===== config.mk =====
export PLATFORM = sky130hd
export DESIGN_NAME = spi_eeprom_command_sequencer
export DESIGN_NICKNAME = d
export VERILOG_FILES = /design/src/rtl/sesq_pkg.sv /design/src/rtl/spi_eeprom_command_sequencer.sv /design/src/rtl/sesq_front.sv /design/src/rtl/sesq_queue.sv /design/src/rtl/sesq_back.sv
export SDC_FILE = /design/constraint.sdc
export NUM_CORES = 1
export LEC_CHECK = 0
export BUFFER_PORTS_ARGS = -buffer_cell sky130_fd_sc_hd__buf_4
export CAP_MARGIN = 30
export CORE_MARGIN = 2
export CORE_UTILIZATION = 40
export DETAILED_ROUTE_END_ITERATION = 10
export PLACE_DENSITY = 0.58
export RECOVER_POWER = 100
export SLEW_MARGIN = 25
export SYNTH_ARGS = -nofsm -noshare
export SYNTH_HDL_FRONTEND = slang
export SYNTH_SLANG_ARGS = --single-unit

===== constraint.sdc =====
create_clock -name aclk -period 4.5 [get_ports aclk]
set_input_delay 0.45 -clock aclk [delete_from_list [all_inputs] [get_ports aclk]]
set_output_delay 0.45 -clock aclk [all_outputs]
set_load 0.05 [all_outputs]

===== src/rtl/sesq_pkg.sv =====
package sesq_pkg;

    // Request codes carried on the mode field.
    typedef enum logic [2:0] {
        MODE_WREN        = 3'd0,
        MODE_WRITE       = 3'd1,
        MODE_READ        = 3'd2,
        MODE_RDSR        = 3'd3,
        MODE_BURST_START = 3'd4,
        MODE_BURST_BYTE  = 3'd5,
        MODE_MISO_BIT    = 3'd6
    } mode_t;

    // Serial EEPROM opcodes.
    localparam logic [7:0] OP_WRITE = 8'h02;
    localparam logic [7:0] OP_READ  = 8'h03;
    localparam logic [7:0] OP_RDSR  = 8'h05;
    localparam logic [7:0] OP_WREN  = 8'h06;

    // Number of bits sampled by a read or status read.
    localparam logic [3:0] READ_BITS = 4'd8;

    // Cell segments, in the order the back end plays them out.
    localparam int SEG_COUNT = 9;
    typedef logic [SEG_COUNT-1:0] seg_mask_t;

    localparam seg_mask_t SEG_DATA_FIRST = 9'b000000001; // burst byte, 8 cells
    localparam seg_mask_t SEG_WAIT       = 9'b000000010; // deselect with write-cycle wait
    localparam seg_mask_t SEG_WREN       = 9'b000000100; // enable opcode plus deselect
    localparam seg_mask_t SEG_OPCODE     = 9'b000001000; // command opcode, 8 cells
    localparam seg_mask_t SEG_ADDRESS    = 9'b000010000; // address, ADDRESS_BITS cells
    localparam seg_mask_t SEG_DATA_LAST  = 9'b000100000; // single write byte, 8 cells
    localparam seg_mask_t SEG_DESELECT   = 9'b001000000; // plain deselect
    localparam seg_mask_t SEG_SAMPLE     = 9'b010000000; // one sampling clock cell
    localparam seg_mask_t SEG_READ_DONE  = 9'b100000000; // deselect carrying the read byte

    // One classified request, as queued between front and back.
    typedef struct packed {
        seg_mask_t   segs;
        logic [7:0]  opcode;
        logic [15:0] address;
        logic [7:0]  data;
        logic [7:0]  read_value;
    } desc_t;

endpackage


===== src/rtl/spi_eeprom_command_sequencer.sv =====
// Command sequencer for a 25xx-style SPI EEPROM. Each request becomes a run of
// serial bit cells on the m_ channel, one cell per clock cycle while m_ready is held
// high: a single write takes 9 + 8 + ADDRESS_BITS + 8 + 1 cells,
// a read 8 + ADDRESS_BITS cells followed by one cell per miso bit and a second
// one for the eighth bit, a status read 8 cells, a burst start 17 + ADDRESS_BITS
// cells, and a burst byte 8 or 9 cells, or 26 + ADDRESS_BITS cells when it closes
// a page and the write restarts. The serializer in the back end sets the rate at
// one cell a cycle; a two-entry request queue lets the front end take new
// requests while cells still stream out, and s_ready drops only while that queue
// is full. The page offset of a burst start address is found by a reciprocal
// multiply in the accepting cycle and a subtraction after it, with no stall.
module spi_eeprom_command_sequencer
    import sesq_pkg::*;
#(
    parameter int PAGE_BYTES   = 16,
    parameter int ADDRESS_BITS = 16
) (
    input  logic        aclk,
    input  logic        aresetn,
    input  logic        s_valid,
    output logic        s_ready,
    input  logic [2:0]  s_mode,
    input  logic [15:0] s_address,
    input  logic [7:0]  s_write_data,
    input  logic        s_last_byte,
    input  logic        s_miso_bit,
    output logic        m_valid,
    input  logic        m_ready,
    output logic        m_select_level,
    output logic        m_clock_pulse,
    output logic        m_mosi_level,
    output logic        m_sample_cell,
    output logic        m_wait_write_cycle,
    output logic [7:0]  m_read_value,
    output logic        m_read_valid,
    output logic        m_last
);

    localparam int QUEUE_DEPTH = 2;

    logic  push_valid, push_ready, q_valid, q_pop;
    desc_t push_desc, q_desc;

    // Front end: classifies requests and tracks burst and read state.
    sesq_front #(
        .PAGE_BYTES (PAGE_BYTES)
    ) u_front (
        .aclk         (aclk),
        .aresetn      (aresetn),
        .s_valid      (s_valid),
        .s_ready      (s_ready),
        .s_mode       (s_mode),
        .s_address    (s_address),
        .s_write_data (s_write_data),
        .s_last_byte  (s_last_byte),
        .s_miso_bit   (s_miso_bit),
        .push_valid   (push_valid),
        .push_desc    (push_desc),
        .push_ready   (push_ready)
    );

    // Request queue between the two halves.
    sesq_queue #(
        .DEPTH (QUEUE_DEPTH)
    ) u_queue (
        .aclk       (aclk),
        .aresetn    (aresetn),
        .push_valid (push_valid),
        .push_desc  (push_desc),
        .push_ready (push_ready),
        .pop_valid  (q_valid),
        .pop_desc   (q_desc),
        .pop        (q_pop)
    );

    // Back end: plays each request out as serial cells.
    sesq_back #(
        .ADDRESS_BITS (ADDRESS_BITS)
    ) u_back (
        .aclk               (aclk),
        .aresetn            (aresetn),
        .q_valid            (q_valid),
        .q_desc             (q_desc),
        .q_pop              (q_pop),
        .m_valid            (m_valid),
        .m_ready            (m_ready),
        .m_select_level     (m_select_level),
        .m_clock_pulse      (m_clock_pulse),
        .m_mosi_level       (m_mosi_level),
        .m_sample_cell      (m_sample_cell),
        .m_wait_write_cycle (m_wait_write_cycle),
        .m_read_value       (m_read_value),
        .m_read_valid       (m_read_valid),
        .m_last             (m_last)
    );

    // A write-cycle wait is always followed by the restarted write header.
    assert property (@(posedge aclk) disable iff (!aresetn)
        m_valid && m_wait_write_cycle |-> !m_last)
        else $error("write-cycle wait marked as final cell");

    // The assembled read byte only rides on a deselect cell that ends the request.
    assert property (@(posedge aclk) disable iff (!aresetn)
        m_valid && m_read_valid |-> m_select_level && !m_clock_pulse && m_last)
        else $error("read byte delivered on a wrong cell");

    // A sampling cell is a selected clock cell with the output line low.
    assert property (@(posedge aclk) disable iff (!aresetn)
        m_valid && m_sample_cell |-> !m_select_level && m_clock_pulse && !m_mosi_level)
        else $error("malformed sampling cell");

    // A completed transfer of a cell that was not final leaves more cells queued.
    assert property (@(posedge aclk) disable iff (!aresetn)
        m_valid && m_ready && !m_last |=> m_valid)
        else $error("cell run broken before its final cell");

endmodule


===== src/rtl/sesq_front.sv =====
module sesq_front
    import sesq_pkg::*;
#(
    parameter int PAGE_BYTES = 16
) (
    input  logic        aclk,
    input  logic        aresetn,
    input  logic        s_valid,
    output logic        s_ready,
    input  logic [2:0]  s_mode,
    input  logic [15:0] s_address,
    input  logic [7:0]  s_write_data,
    input  logic        s_last_byte,
    input  logic        s_miso_bit,
    output logic        push_valid,
    output desc_t       push_desc,
    input  logic        push_ready
);

    localparam int OFF_W = (PAGE_BYTES > 2) ? $clog2(PAGE_BYTES) : 1;

    // Reciprocal of the page size, exact for every 16-bit address.
    localparam int          RECIP_SHIFT = 16 + $clog2(PAGE_BYTES);
    localparam logic [16:0] PAGE_RECIP  = 17'(((64'd1 << RECIP_SHIFT) + 64'(PAGE_BYTES)
                                               - 64'd1) / 64'(PAGE_BYTES));

    logic [15:0]      burst_address_reg, burst_address_next;
    logic             burst_open_reg, burst_open_next;
    logic [3:0]       read_left_reg, read_left_next;
    logic [7:0]       read_shift_reg, read_shift_next;
    logic [OFF_W-1:0] offset_reg, offset_next;
    logic [15:0]      page_quot_reg, page_quot_next;
    logic             offset_stale_reg, offset_stale_next;
    logic [32:0]      recip_product;
    logic [15:0]      page_base;
    logic [OFF_W-1:0] cur_offset;
    logic             accept;
    logic             boundary;

    assign s_ready = push_ready;
    assign accept  = s_valid && s_ready;

    // Page number of a burst start address, and the offset within the page once it is known.
    assign recip_product = 33'(s_address) * 33'(PAGE_RECIP);
    assign page_base     = page_quot_reg * 16'(PAGE_BYTES);
    assign cur_offset    = offset_stale_reg ? OFF_W'(burst_address_reg - page_base) : offset_reg;
    assign boundary      = (cur_offset == OFF_W'(PAGE_BYTES - 1));

    // Request classification and sequencer state.
    always_comb begin
        burst_address_next = burst_address_reg;
        burst_open_next    = burst_open_reg;
        read_left_next     = read_left_reg;
        read_shift_next    = read_shift_reg;
        offset_next        = offset_reg;
        page_quot_next     = page_quot_reg;
        offset_stale_next  = offset_stale_reg;

        push_desc.segs       = '0;
        push_desc.opcode     = OP_WRITE;
        push_desc.address    = s_address;
        push_desc.data       = s_write_data;
        push_desc.read_value = 8'd0;

        if (offset_stale_reg) begin
            offset_next       = cur_offset;
            offset_stale_next = 1'b0;
        end

        if (accept) begin
            if (read_left_reg != 4'd0) begin
                if (mode_t'(s_mode) == MODE_MISO_BIT) begin
                    read_shift_next = {read_shift_reg[6:0], s_miso_bit};
                    read_left_next  = read_left_reg - 4'd1;
                    push_desc.read_value = read_shift_next;
                    push_desc.segs = SEG_SAMPLE;
                    if (read_left_reg == 4'd1) begin
                        push_desc.segs = SEG_SAMPLE | SEG_READ_DONE;
                    end
                end
            end else if (burst_open_reg) begin
                if (mode_t'(s_mode) == MODE_BURST_BYTE) begin
                    burst_address_next = burst_address_reg + 16'd1;
                    push_desc.address  = burst_address_next;
                    if (burst_address_reg == 16'hFFFF || boundary) begin
                        offset_next = '0;
                    end else begin
                        offset_next = cur_offset + OFF_W'(1);
                    end
                    if (s_last_byte) begin
                        push_desc.segs  = SEG_DATA_FIRST | SEG_DESELECT;
                        burst_open_next = 1'b0;
                    end else if (boundary) begin
                        push_desc.segs = SEG_DATA_FIRST | SEG_WAIT | SEG_WREN
                                       | SEG_OPCODE | SEG_ADDRESS;
                    end else begin
                        push_desc.segs = SEG_DATA_FIRST;
                    end
                end
            end else begin
                case (mode_t'(s_mode))
                    MODE_WREN: begin
                        push_desc.segs = SEG_WREN;
                    end
                    MODE_WRITE: begin
                        push_desc.segs = SEG_WREN | SEG_OPCODE | SEG_ADDRESS
                                       | SEG_DATA_LAST | SEG_DESELECT;
                    end
                    MODE_READ: begin
                        push_desc.opcode = OP_READ;
                        push_desc.segs   = SEG_OPCODE | SEG_ADDRESS;
                        read_left_next   = READ_BITS;
                        read_shift_next  = 8'd0;
                    end
                    MODE_RDSR: begin
                        push_desc.opcode = OP_RDSR;
                        push_desc.segs   = SEG_OPCODE;
                        read_left_next   = READ_BITS;
                        read_shift_next  = 8'd0;
                    end
                    MODE_BURST_START: begin
                        push_desc.segs     = SEG_WREN | SEG_OPCODE | SEG_ADDRESS;
                        burst_address_next = s_address;
                        burst_open_next    = 1'b1;
                        page_quot_next     = 16'(recip_product >> RECIP_SHIFT);
                        offset_stale_next  = 1'b1;
                    end
                    default: begin
                        push_desc.segs = '0;
                    end
                endcase
            end
        end
    end

    assign push_valid = accept && (push_desc.segs != '0);

    // State registers.
    always_ff @(posedge aclk) begin
        if (!aresetn) begin
            burst_address_reg <= '0;
            burst_open_reg    <= 1'b0;
            read_left_reg     <= '0;
            read_shift_reg    <= '0;
            offset_reg        <= '0;
            page_quot_reg     <= '0;
            offset_stale_reg  <= 1'b0;
        end else begin
            burst_address_reg <= burst_address_next;
            burst_open_reg    <= burst_open_next;
            read_left_reg     <= read_left_next;
            read_shift_reg    <= read_shift_next;
            offset_reg        <= offset_next;
            page_quot_reg     <= page_quot_next;
            offset_stale_reg  <= offset_stale_next;
        end
    end

endmodule


===== src/rtl/sesq_queue.sv =====
module sesq_queue
    import sesq_pkg::*;
#(
    parameter int DEPTH = 2
) (
    input  logic  aclk,
    input  logic  aresetn,
    input  logic  push_valid,
    input  desc_t push_desc,
    output logic  push_ready,
    output logic  pop_valid,
    output desc_t pop_desc,
    input  logic  pop
);

    localparam int PTR_W = (DEPTH > 2) ? $clog2(DEPTH) : 1;
    localparam int CNT_W = $clog2(DEPTH + 1);

    desc_t            entry_reg [DEPTH];
    logic [PTR_W-1:0] wr_ptr_reg, rd_ptr_reg;
    logic [CNT_W-1:0] count_reg;
    logic             do_push, do_pop;

    assign push_ready = (count_reg != CNT_W'(DEPTH));
    assign pop_valid  = (count_reg != '0);
    assign pop_desc   = entry_reg[rd_ptr_reg];
    assign do_push    = push_valid && push_ready;
    assign do_pop     = pop && pop_valid;

    // Descriptor storage.
    always_ff @(posedge aclk) begin
        if (do_push) begin
            entry_reg[wr_ptr_reg] <= push_desc;
        end
    end

    // Pointers and fill count.
    always_ff @(posedge aclk) begin
        if (!aresetn) begin
            wr_ptr_reg <= '0;
            rd_ptr_reg <= '0;
            count_reg  <= '0;
        end else begin
            if (do_push) begin
                wr_ptr_reg <= (wr_ptr_reg == PTR_W'(DEPTH - 1)) ? '0 : wr_ptr_reg + PTR_W'(1);
            end
            if (do_pop) begin
                rd_ptr_reg <= (rd_ptr_reg == PTR_W'(DEPTH - 1)) ? '0 : rd_ptr_reg + PTR_W'(1);
            end
            if (do_push && !do_pop) begin
                count_reg <= count_reg + CNT_W'(1);
            end else if (do_pop && !do_push) begin
                count_reg <= count_reg - CNT_W'(1);
            end
        end
    end

endmodule


===== src/rtl/sesq_back.sv =====
module sesq_back
    import sesq_pkg::*;
#(
    parameter int ADDRESS_BITS = 16
) (
    input  logic       aclk,
    input  logic       aresetn,
    input  logic       q_valid,
    input  desc_t      q_desc,
    output logic       q_pop,
    output logic       m_valid,
    input  logic       m_ready,
    output logic       m_select_level,
    output logic       m_clock_pulse,
    output logic       m_mosi_level,
    output logic       m_sample_cell,
    output logic       m_wait_write_cycle,
    output logic [7:0] m_read_value,
    output logic       m_read_valid,
    output logic       m_last
);

    localparam int MAX_LEN = (ADDRESS_BITS > 9) ? ADDRESS_BITS : 9;
    localparam int CNT_W   = $clog2(MAX_LEN);

    desc_t            desc_reg, cur;
    seg_mask_t        segs_reg, segs_next, cur_segs, seg_onehot, rest;
    logic [CNT_W-1:0] cnt_reg, cnt_next, seg_end, addr_idx;
    logic [2:0]       bit_sel;
    logic             active, have, advance, seg_done;

    logic       m_valid_reg, m_valid_next;
    logic       sel_reg, sel_next;
    logic       clk_reg, clk_next;
    logic       mosi_reg, mosi_next;
    logic       samp_reg, samp_next;
    logic       wait_reg, wait_next;
    logic [7:0] rv_reg, rv_next;
    logic       rvalid_reg, rvalid_next;
    logic       last_reg, last_next;

    assign active   = (segs_reg != '0);
    assign cur      = active ? desc_reg : q_desc;
    assign cur_segs = active ? segs_reg : q_desc.segs;
    assign have     = active || q_valid;
    assign advance  = !m_valid_reg || m_ready;
    assign q_pop    = advance && !active && q_valid;

    // The segment being played is the lowest one still pending.
    assign seg_onehot = cur_segs & (~cur_segs + seg_mask_t'(1));
    assign rest       = cur_segs & ~seg_onehot;
    assign bit_sel    = 3'd7 - cnt_reg[2:0];
    assign addr_idx   = CNT_W'(ADDRESS_BITS - 1) - cnt_reg;
    assign seg_done   = (cnt_reg == seg_end);

    // Cell generation for the current segment.
    always_comb begin
        sel_next    = 1'b0;
        clk_next    = 1'b1;
        mosi_next   = 1'b0;
        samp_next   = 1'b0;
        wait_next   = 1'b0;
        rv_next     = 8'd0;
        rvalid_next = 1'b0;
        seg_end     = '0;
        case (seg_onehot)
            SEG_DATA_FIRST, SEG_DATA_LAST: begin
                mosi_next = cur.data[bit_sel];
                seg_end   = CNT_W'(7);
            end
            SEG_WAIT: begin
                sel_next  = 1'b1;
                clk_next  = 1'b0;
                wait_next = 1'b1;
            end
            SEG_WREN: begin
                seg_end = CNT_W'(8);
                if (cnt_reg == CNT_W'(8)) begin
                    sel_next = 1'b1;
                    clk_next = 1'b0;
                end else begin
                    mosi_next = OP_WREN[bit_sel];
                end
            end
            SEG_OPCODE: begin
                mosi_next = cur.opcode[bit_sel];
                seg_end   = CNT_W'(7);
            end
            SEG_ADDRESS: begin
                seg_end = CNT_W'(ADDRESS_BITS - 1);
                if (int'(addr_idx) < 16) begin
                    mosi_next = cur.address[addr_idx[3:0]];
                end
            end
            SEG_DESELECT: begin
                sel_next = 1'b1;
                clk_next = 1'b0;
            end
            SEG_SAMPLE: begin
                samp_next = 1'b1;
            end
            SEG_READ_DONE: begin
                sel_next    = 1'b1;
                clk_next    = 1'b0;
                rv_next     = cur.read_value;
                rvalid_next = 1'b1;
            end
            default: begin
                sel_next = 1'b1;
                clk_next = 1'b0;
            end
        endcase
    end

    // Sequencing through segments and the output register.
    always_comb begin
        segs_next    = segs_reg;
        cnt_next     = cnt_reg;
        m_valid_next = m_valid_reg;
        last_next    = last_reg;
        if (advance) begin
            m_valid_next = have;
            if (have) begin
                segs_next = seg_done ? rest : cur_segs;
                cnt_next  = seg_done ? '0 : cnt_reg + CNT_W'(1);
                last_next = seg_done && (rest == '0);
            end
        end
    end

    // Control registers.
    always_ff @(posedge aclk) begin
        if (!aresetn) begin
            segs_reg    <= '0;
            cnt_reg     <= '0;
            m_valid_reg <= 1'b0;
        end else begin
            segs_reg    <= segs_next;
            cnt_reg     <= cnt_next;
            m_valid_reg <= m_valid_next;
        end
    end

    // Payload registers.
    always_ff @(posedge aclk) begin
        if (advance && have) begin
            desc_reg   <= cur;
            sel_reg    <= sel_next;
            clk_reg    <= clk_next;
            mosi_reg   <= mosi_next;
            samp_reg   <= samp_next;
            wait_reg   <= wait_next;
            rv_reg     <= rv_next;
            rvalid_reg <= rvalid_next;
        end
        last_reg <= last_next;
    end

    assign m_valid            = m_valid_reg;
    assign m_select_level     = sel_reg;
    assign m_clock_pulse      = clk_reg;
    assign m_mosi_level       = mosi_reg;
    assign m_sample_cell      = samp_reg;
    assign m_wait_write_cycle = wait_reg;
    assign m_read_value       = rv_reg;
    assign m_read_valid       = rvalid_reg;
    assign m_last             = last_reg;

endmodule


### After elaboration in Yosys (flattened, before gate mapping)

Memory sizes are Yosys's and may differ from the RTL's. A register that Yosys moved wholly into a read port is not among the register bits.
Cells that the tools add are included.

| operators by class | value |
|---|---|
| shifts and indexed selects | 0 |
| equality and inequality tests | 23 |
| add/subtract/negate cells | 12 |
| multiply operators | 0 |
| bitwise operators | 7 |
| divide/modulo/power cells | 0 |
| mux-type cells | 68 |
| order comparisons | 2 |
| reductions and logical operators | 35 |

Operators with widths:

| kind | number |
|---|---|
| $mux W16 | 5 |
| $mux W9 | 7 |
| $mux W4 | 12 |
| $mux W40 | 1 |
| $mux W7 | 5 |
| $pmux W7 S5 | 1 |
| $mux W33 | 1 |
| $mux W8 | 4 |
| $mux W24 | 1 |
| $mux W1 | 20 |
| $and A9 B9 Y9 | 2 |
| $not A9 Y9 | 2 |
| $reduce_bool A9 Y1 | 2 |
| $add A16 B1 Y16 const B | 1 |
| $eq A16 B16 Y1 const B | 1 |
| $pmux W4 S3 | 1 |
| $logic_and A1 B1 Y1 | 10 |
| $add A9 B1 Y9 const B | 1 |
| $eq A3 B3 Y1 const B | 3 |
| $eq A9 B1 Y1 const B | 1 |
| $eq A9 B2 Y1 const B | 1 |
| $eq A9 B3 Y1 const B | 1 |
| $eq A9 B4 Y1 const B | 1 |
| $eq A9 B5 Y1 const B | 1 |
| other kinds (38) | 62 |

| storage, ports and cells | value |
|---|---|
| memories | 2 |
| bits in read-only memories | 8 |
| register bits | 106 |
| input port bits | 33 |
| bits in writable memories | 98 |
| latch bits | 0 |

Memory list:

| name | words | width | read ports | clocked after memory_dff | write ports | RTL line | RTL |
|---|---|---|---|---|---|---|---|
| u_queue.entry_reg | 2 | 49 | 1 | 1 | 1 | sesq_queue.sv:19 | `desc_t entry_reg [DEPTH];` |
| (name not given) | 8 | 1 | 1 | 0 | 0 | sesq_back.sv:82 | `mosi_next = OP_WREN[bit_sel];` |

### Logic depth before layout (Yosys ltp)

| depth | value |
|---|---|
| word-level depth | 16 |
| depth in mapped cells | 13 |

### Cells and area by module

From an unflattened synthesis, not the netlist that was laid out.

| second synthesis, totals | value |
|---|---|
| cell total of the unflattened synthesis | 854 |
| area, all modules | 9954.5 um^2 |

By module, submodules not included:

| module | cells an instance | instances | area each (um^2) | sequential area each (um^2) |
|---|---|---|---|---|
| sesq_queue | 176 | 1 | 3771.1 | 3042.9 |
| sesq_back | 334 | 1 | 3644.7 | 1931.9 |
| sesq_front | 344 | 1 | 2538.7 | 660.6 |

### Worst setup path after synthesis

OpenSTA, ideal clock, no wires.

| timing | value |
|---|---|
| kind | flip-flop to flip-flop |
| start point | register u_front.read_left_reg[0] |
| end point | memory u_queue.entry_reg[0][0] (netlist bit) (enable) |
| arrival | 3.682 ns |
| setup slack | 0.367 ns |
| buffers on the path | 0 |
| cell stages (with the launch flop) | 9 |
| required time | 4.050 ns |
| path through | dfxtp_1 > nor4_1 > nand3_1 > nor2_1 > nand3_2 > inv_2 > or3_1 > or3_1 > nor2b_1 |

| between the ends | value |
|---|---|
| word-level cells in the longest chain between the ends | 10 |

Ends and longest elaborated chain:

| element | RTL line | RTL |
|---|---|---|
| start: declaration | sesq_front.sv:29 | `logic [3:0] read_left_reg, read_left_next;` |
| start signal: assignment | sesq_front.sv:151 | `read_left_reg <= read_left_next;` |
| $eq A4 B1 Y1 | sesq_front.sv:77 | `if (read_left_reg == 4'd1) begin` |
| $mux W9 | sesq_front.sv:77 |  |
| $mux W9 | sesq_front.sv:72 | `if (mode_t'(s_mode) == MODE_MISO_BIT) begin` |
| $mux W9 (*) | sesq_front.sv:71 | `if (read_left_reg != 4'd0) begin` |
| $mux W33 (*) | sesq_front.sv:70 | `if (accept) begin` |
| $reduce_bool A9 Y1 (*) | sesq_front.sv:136 | `assign push_valid = accept && (push_desc.segs != '0);` |
| $logic_and A1 B1 Y1 (*) | sesq_front.sv:136 |  |
| $logic_and A1 B1 Y1 (*) | sesq_queue.sv:27 | `assign do_push = push_valid && push_ready;` |
| via u_queue.do_push | sesq_queue.sv:22 | `logic do_push, do_pop;` |
| $mux W1 (*) | sesq_queue.sv:32 | `if (do_push) begin` |
| $mux W1 (implied by the code) (*) | sesq_queue.sv:33 | `entry_reg[wr_ptr_reg] <= push_desc;` |
| end: declaration | sesq_queue.sv:19 |  |

The timed path passes the listed nets; every way through them passes the cells marked *.

### Final worst setup path

| timing | value |
|---|---|
| start point | register u_back.segs_reg[2] |
| end point | register u_back.segs_reg[3] |

| between the ends | value |
|---|---|
| word-level cells in the longest chain between the ends | 10 |

Ends and longest elaborated chain:

| element | RTL line | RTL |
|---|---|---|
| start: declaration | sesq_back.sv:27 | `seg_mask_t segs_reg, segs_next, cur_segs, seg_onehot, rest;` |
| start signal: assignment | sesq_back.sv:138 | `segs_reg <= segs_next;` |
| $reduce_bool A9 Y1 | sesq_back.sv:42 | `assign active = (segs_reg != '0);` |
| $mux W9 | sesq_back.sv:44 | `assign cur_segs = active ? segs_reg : q_desc.segs;` |
| $not A9 Y9 | sesq_back.sv:50 | `assign seg_onehot = cur_segs & (~cur_segs + seg_mask_t'(1));` |
| $add A9 B1 Y9 | sesq_back.sv:50 |  |
| $and A9 B9 Y9 | sesq_back.sv:50 |  |
| $eq A9 B1 Y1 (tied with other cells) | sesq_back.sv:66 | `case (seg_onehot)` |
| $reduce_or A3 Y1 (no line) | - |  |
| $pmux W4 S3 | sesq_back.sv:66 |  |
| $eq A4 B4 Y1 | sesq_back.sv:54 | `assign seg_done = (cnt_reg == seg_end);` |
| $mux W9 | sesq_back.sv:124 | `segs_next = seg_done ? rest : cur_segs;` |

Parallel ways exist; a longest one is shown, timed or not.
A chain may end at the register's enable or synchronous reset.

==> metrics.md <==
| Metric | Value |
|---|---|
| Status | `finished, final reports clean` |
| Fraction of post-synthesis cell area in the top cell type by area | `46.6%` |
| H-tree lvl count | `4` |
| Top Ports | `50` |
| Clock tree root buffer cell | `clkbuf_16` |
| Die Y | `156 µm` |
| Global-route wire length before repair | `31500 µm` |
| Clock-pin slew on the worst setup and hold paths | `0.08 ns` |
| Ant. Diodes | `0` |
| Crit end category | `register` |
| Number of antenna violations at the first check in global routing | `0` |
| Number of enable-type register cells in the synthesized netlist | `143` |
| Sequential group share of total power | `36.7%` |
| Worst-case register-to-register setup slack | `0.92 ns` |
| Highest achievable clock rate | `279 MHz` |
| Setup-violating endpoint count in the final report | `0` |
| DIE WIDTH | `156 µm` |
| Remaining global-route overflow | `0` |
| Synth warn | `0` |
| Flip-flop and latch count after synthesis | `195` |
| Main flop type after synthesis | `edfxtp_1` |
| Switching part of the total | `42.3%` |
| Combinational share of power | `46.0%` |
| Total of buffers placed on input and output ports | `49` |
| Clock Sink Count | `195` |
| Vias/cell | `5.28` |
| Final cell area excluding filler cells | `10300 µm²` |
| Part of the total power dissipated in the clock network | `17.3%` |
| Area added between synthesis and finish | `12.0%` |
| Largest net degree at the start of global routing | `37` |
| Number of max-cap violations | `0` |
| Flip-flop count of the largest register after layout | `88` |
| Final critical-path share of the clock period | `79.6%` |
| CTS-repair resized insts | `0` |
| Global Route Usage Sum | `16.6%` |
| Internal power of the cells | `0.00486 W` |
| Number of nets produced by synthesis | `859` |
| Drt drc | `0` |
| Antenna-violating nets left | `0` |
| Maximum fanout along the worst path | `24` |
| Placed inst area | `9890 µm²` |
| Mapped Avg Cell Area | `11.2 µm²` |
| Number of max-slew violations in the final report | `0` |
| Via count of the first global-routing pass | `5866` |
| Ranking of synthesized cells by area | `edfxtp_1 (47%), dfxtp_1 (11%), mux2i_1 (4.2%)` |
| Number of instances in the synthesized netlist | `821` |
| CTS buffer count | `17` |
| Vias post-DR | `6113` |
| CP Data Arrival Time | `3.89 ns` |
| Worst-case clock buffer depth | `2` |
| Number of hold buffers added after cts | `0` |
| Skew-Pair Late Insertion Delay | `0.43 ns` |
| RSZ-0062 raised after global routing | `false` |
| Post-synthesis instance area | `9210 µm²` |
| Shortest period the worst path allows | `3.58 ns` |
| Post-CTS repair timing setup buffer count | `0` |
| Hold WC Path Type | `in2reg` |
| DRT Pass-1 Iters | `5` |
| Post-synth cell types | `75` |
| Share of the yosys chip area belonging to registers | `58.0%` |
| Net count, final | `897` |
| Total wire length | `19000 µm` |
| Required @ worst endpoint | `4.81 ns` |
| Commonest non-fill, non-tap cell in the layout | `edfxtp_1` |
| RePlAce Congestion | `0.819` |
| Wire per inst | `16.4 µm` |
| Leak | `3.57 nW` |
| Switching power | `0.00357 W` |
| Number of violations reported at the end of detailed-routing iteration 0 | `507` |
| Initial standard-cell utilization of the core | `40.7%` |
| Die Area | `24200 µm²` |
| Critical Path Source Type | `register` |
| Core ar. | `22600 µm²` |
| P per Cell Area | `818 nW/µm²` |
| Final clock skew | `0.0161 ns` |
| Asr flop ratio synth | `0%` |
| Aggregate negative setup slack | `0 ns` |
| Cell type with the largest total area after synthesis | `edfxtp_1` |
| Worst-Margin Slew | `1.29 ns` |
| Clock tree from TritonCTS | `built` |
| Maximum vdd ir drop | `403 µV` |
| Total power | `0.00843 W` |
| Number of core rows | `55` |
| Layout cells sized above 1 | `12.8%` |
| WS Path Type | `reg2reg` |
| Relative max-transition margin | `14.1%` |
| Highest-count cells in the layout ignoring fill and taps | `edfxtp_1 (143), nor2_1 (73), a21oi_1 (65)` |
| Hold violation count in the final report | `0` |
| Half-perimeter wire length after detailed placement | `13000 µm` |
-- power groups by stage --
stage	clock network [W]	logic [W]	registers [W]
after floorplan	0	0.00289	0.00329
after global placement	0	0.00400	0.00312
after detailed placement	0	0.00412	0.00312
after CTS	0.00149	0.00413	0.00308
after global routing	0.00155	0.00437	0.00316
final	0.00146	0.00388	0.00309
-- final timing paths --
path                                                  end                 startpoint  depth (start not counted)
worst max-delay path                   u_back.segs_reg[3]         u_back.segs_reg[2]                          9
worst min-delay path             u_queue.entry_reg[1][15]            s_write_data[7]                          1
worst max register to register         u_back.segs_reg[3]         u_back.segs_reg[2]                          9
worst min register to register  u_front.read_shift_reg[6]  u_front.read_shift_reg[6]                          1
-- per-stage QoR --
step                hold WS [ns]  setup slack (ns)  instances  util [%]
floorplan                  0.441             0.367        821         -
global placement           0.457              1.45       1124      43.5
detailed placement         0.463              1.44       1125      43.7
CTS                        0.179              1.42       1157      46.2
global route               0.203             0.604       1157      45.5
finish                     0.224             0.920       1157      45.5
-- per-layer routing --
layer | global-route usage [%] | vias to the layer above | part of all wire (%)
met5 | 0 | - | 0
met4 | 4.67 | 0 | 1.3
met3 | 3.31 | 23 | 2.8
met2 | 25.0 | 106 | 44
met1 | 24.4 | 2884 | 52
li1 | - | 3100 | -
-- kinds of logic (layout without fill, tap and decap cells) --
kind of cell	count (synthesis)	in the layout	synth area share, %
compound gates	184	184	12.5
xor+xnor	18	18	1.71
fa+ha+maj	6	6	0.788
buf+inv	81	132	3.74
flops	195	195	58.0
mux	62	62	8.20
simple gates	275	275	15.2
-- cell type report --
type / instances / area [µm²]
multi-input cells: 545 / 3520
fillers: 2100 / 12300
well taps: 285 / 357
flip-flops and latches: 195 / 5340
clock buffers: 17 / 425
inverters: 35 / 131
clock inverters: 15 / 141
repair buffers: 65 / 399
-- synthesized netlist by cell type (all sizes together), types with 3 or more instances --
| library cell | number |
|---|---|
| edfxtp | 143 |
| nor2 | 73 |
| a21oi | 66 |
| nand2 | 60 |
| o21ai | 55 |
| dfxtp | 52 |
| mux2i | 39 |
| inv | 33 |
| clkbuf | 30 |
| and2 | 26 |
| nor3 | 25 |
| nand3 | 21 |
| buf | 16 |
| nor2b | 15 |
| mux2 | 14 |
| or3 | 14 |
| a211oi | 12 |
| xnor2 | 11 |
| and3 | 9 |
| mux4 | 9 |
| o22ai | 9 |
| a22o | 8 |
| nand4 | 7 |
| xor2 | 7 |
| ha | 5 |
| nor4 | 5 |
| o211ai | 4 |
| or2 | 4 |
| a21o | 3 |
| a22oi | 3 |
| a41oi | 3 |
| and4 | 3 |
| nand2b | 3 |
| or4 | 3 |
-- critical path, cell delays in order (launching register included) --
cell	delay, ns
dfxtp_1	0.37
nor3_1	0.23
buf_4	0.21
and3_1	0.20
clkbuf_1	0.96
a2111oi_0	0.28
a211oi_1	0.29
o211ai_1	0.41
nor2_1	0.37
a211oi_1	0.12
No activity file was read; power rests on OpenSTA's default activity.
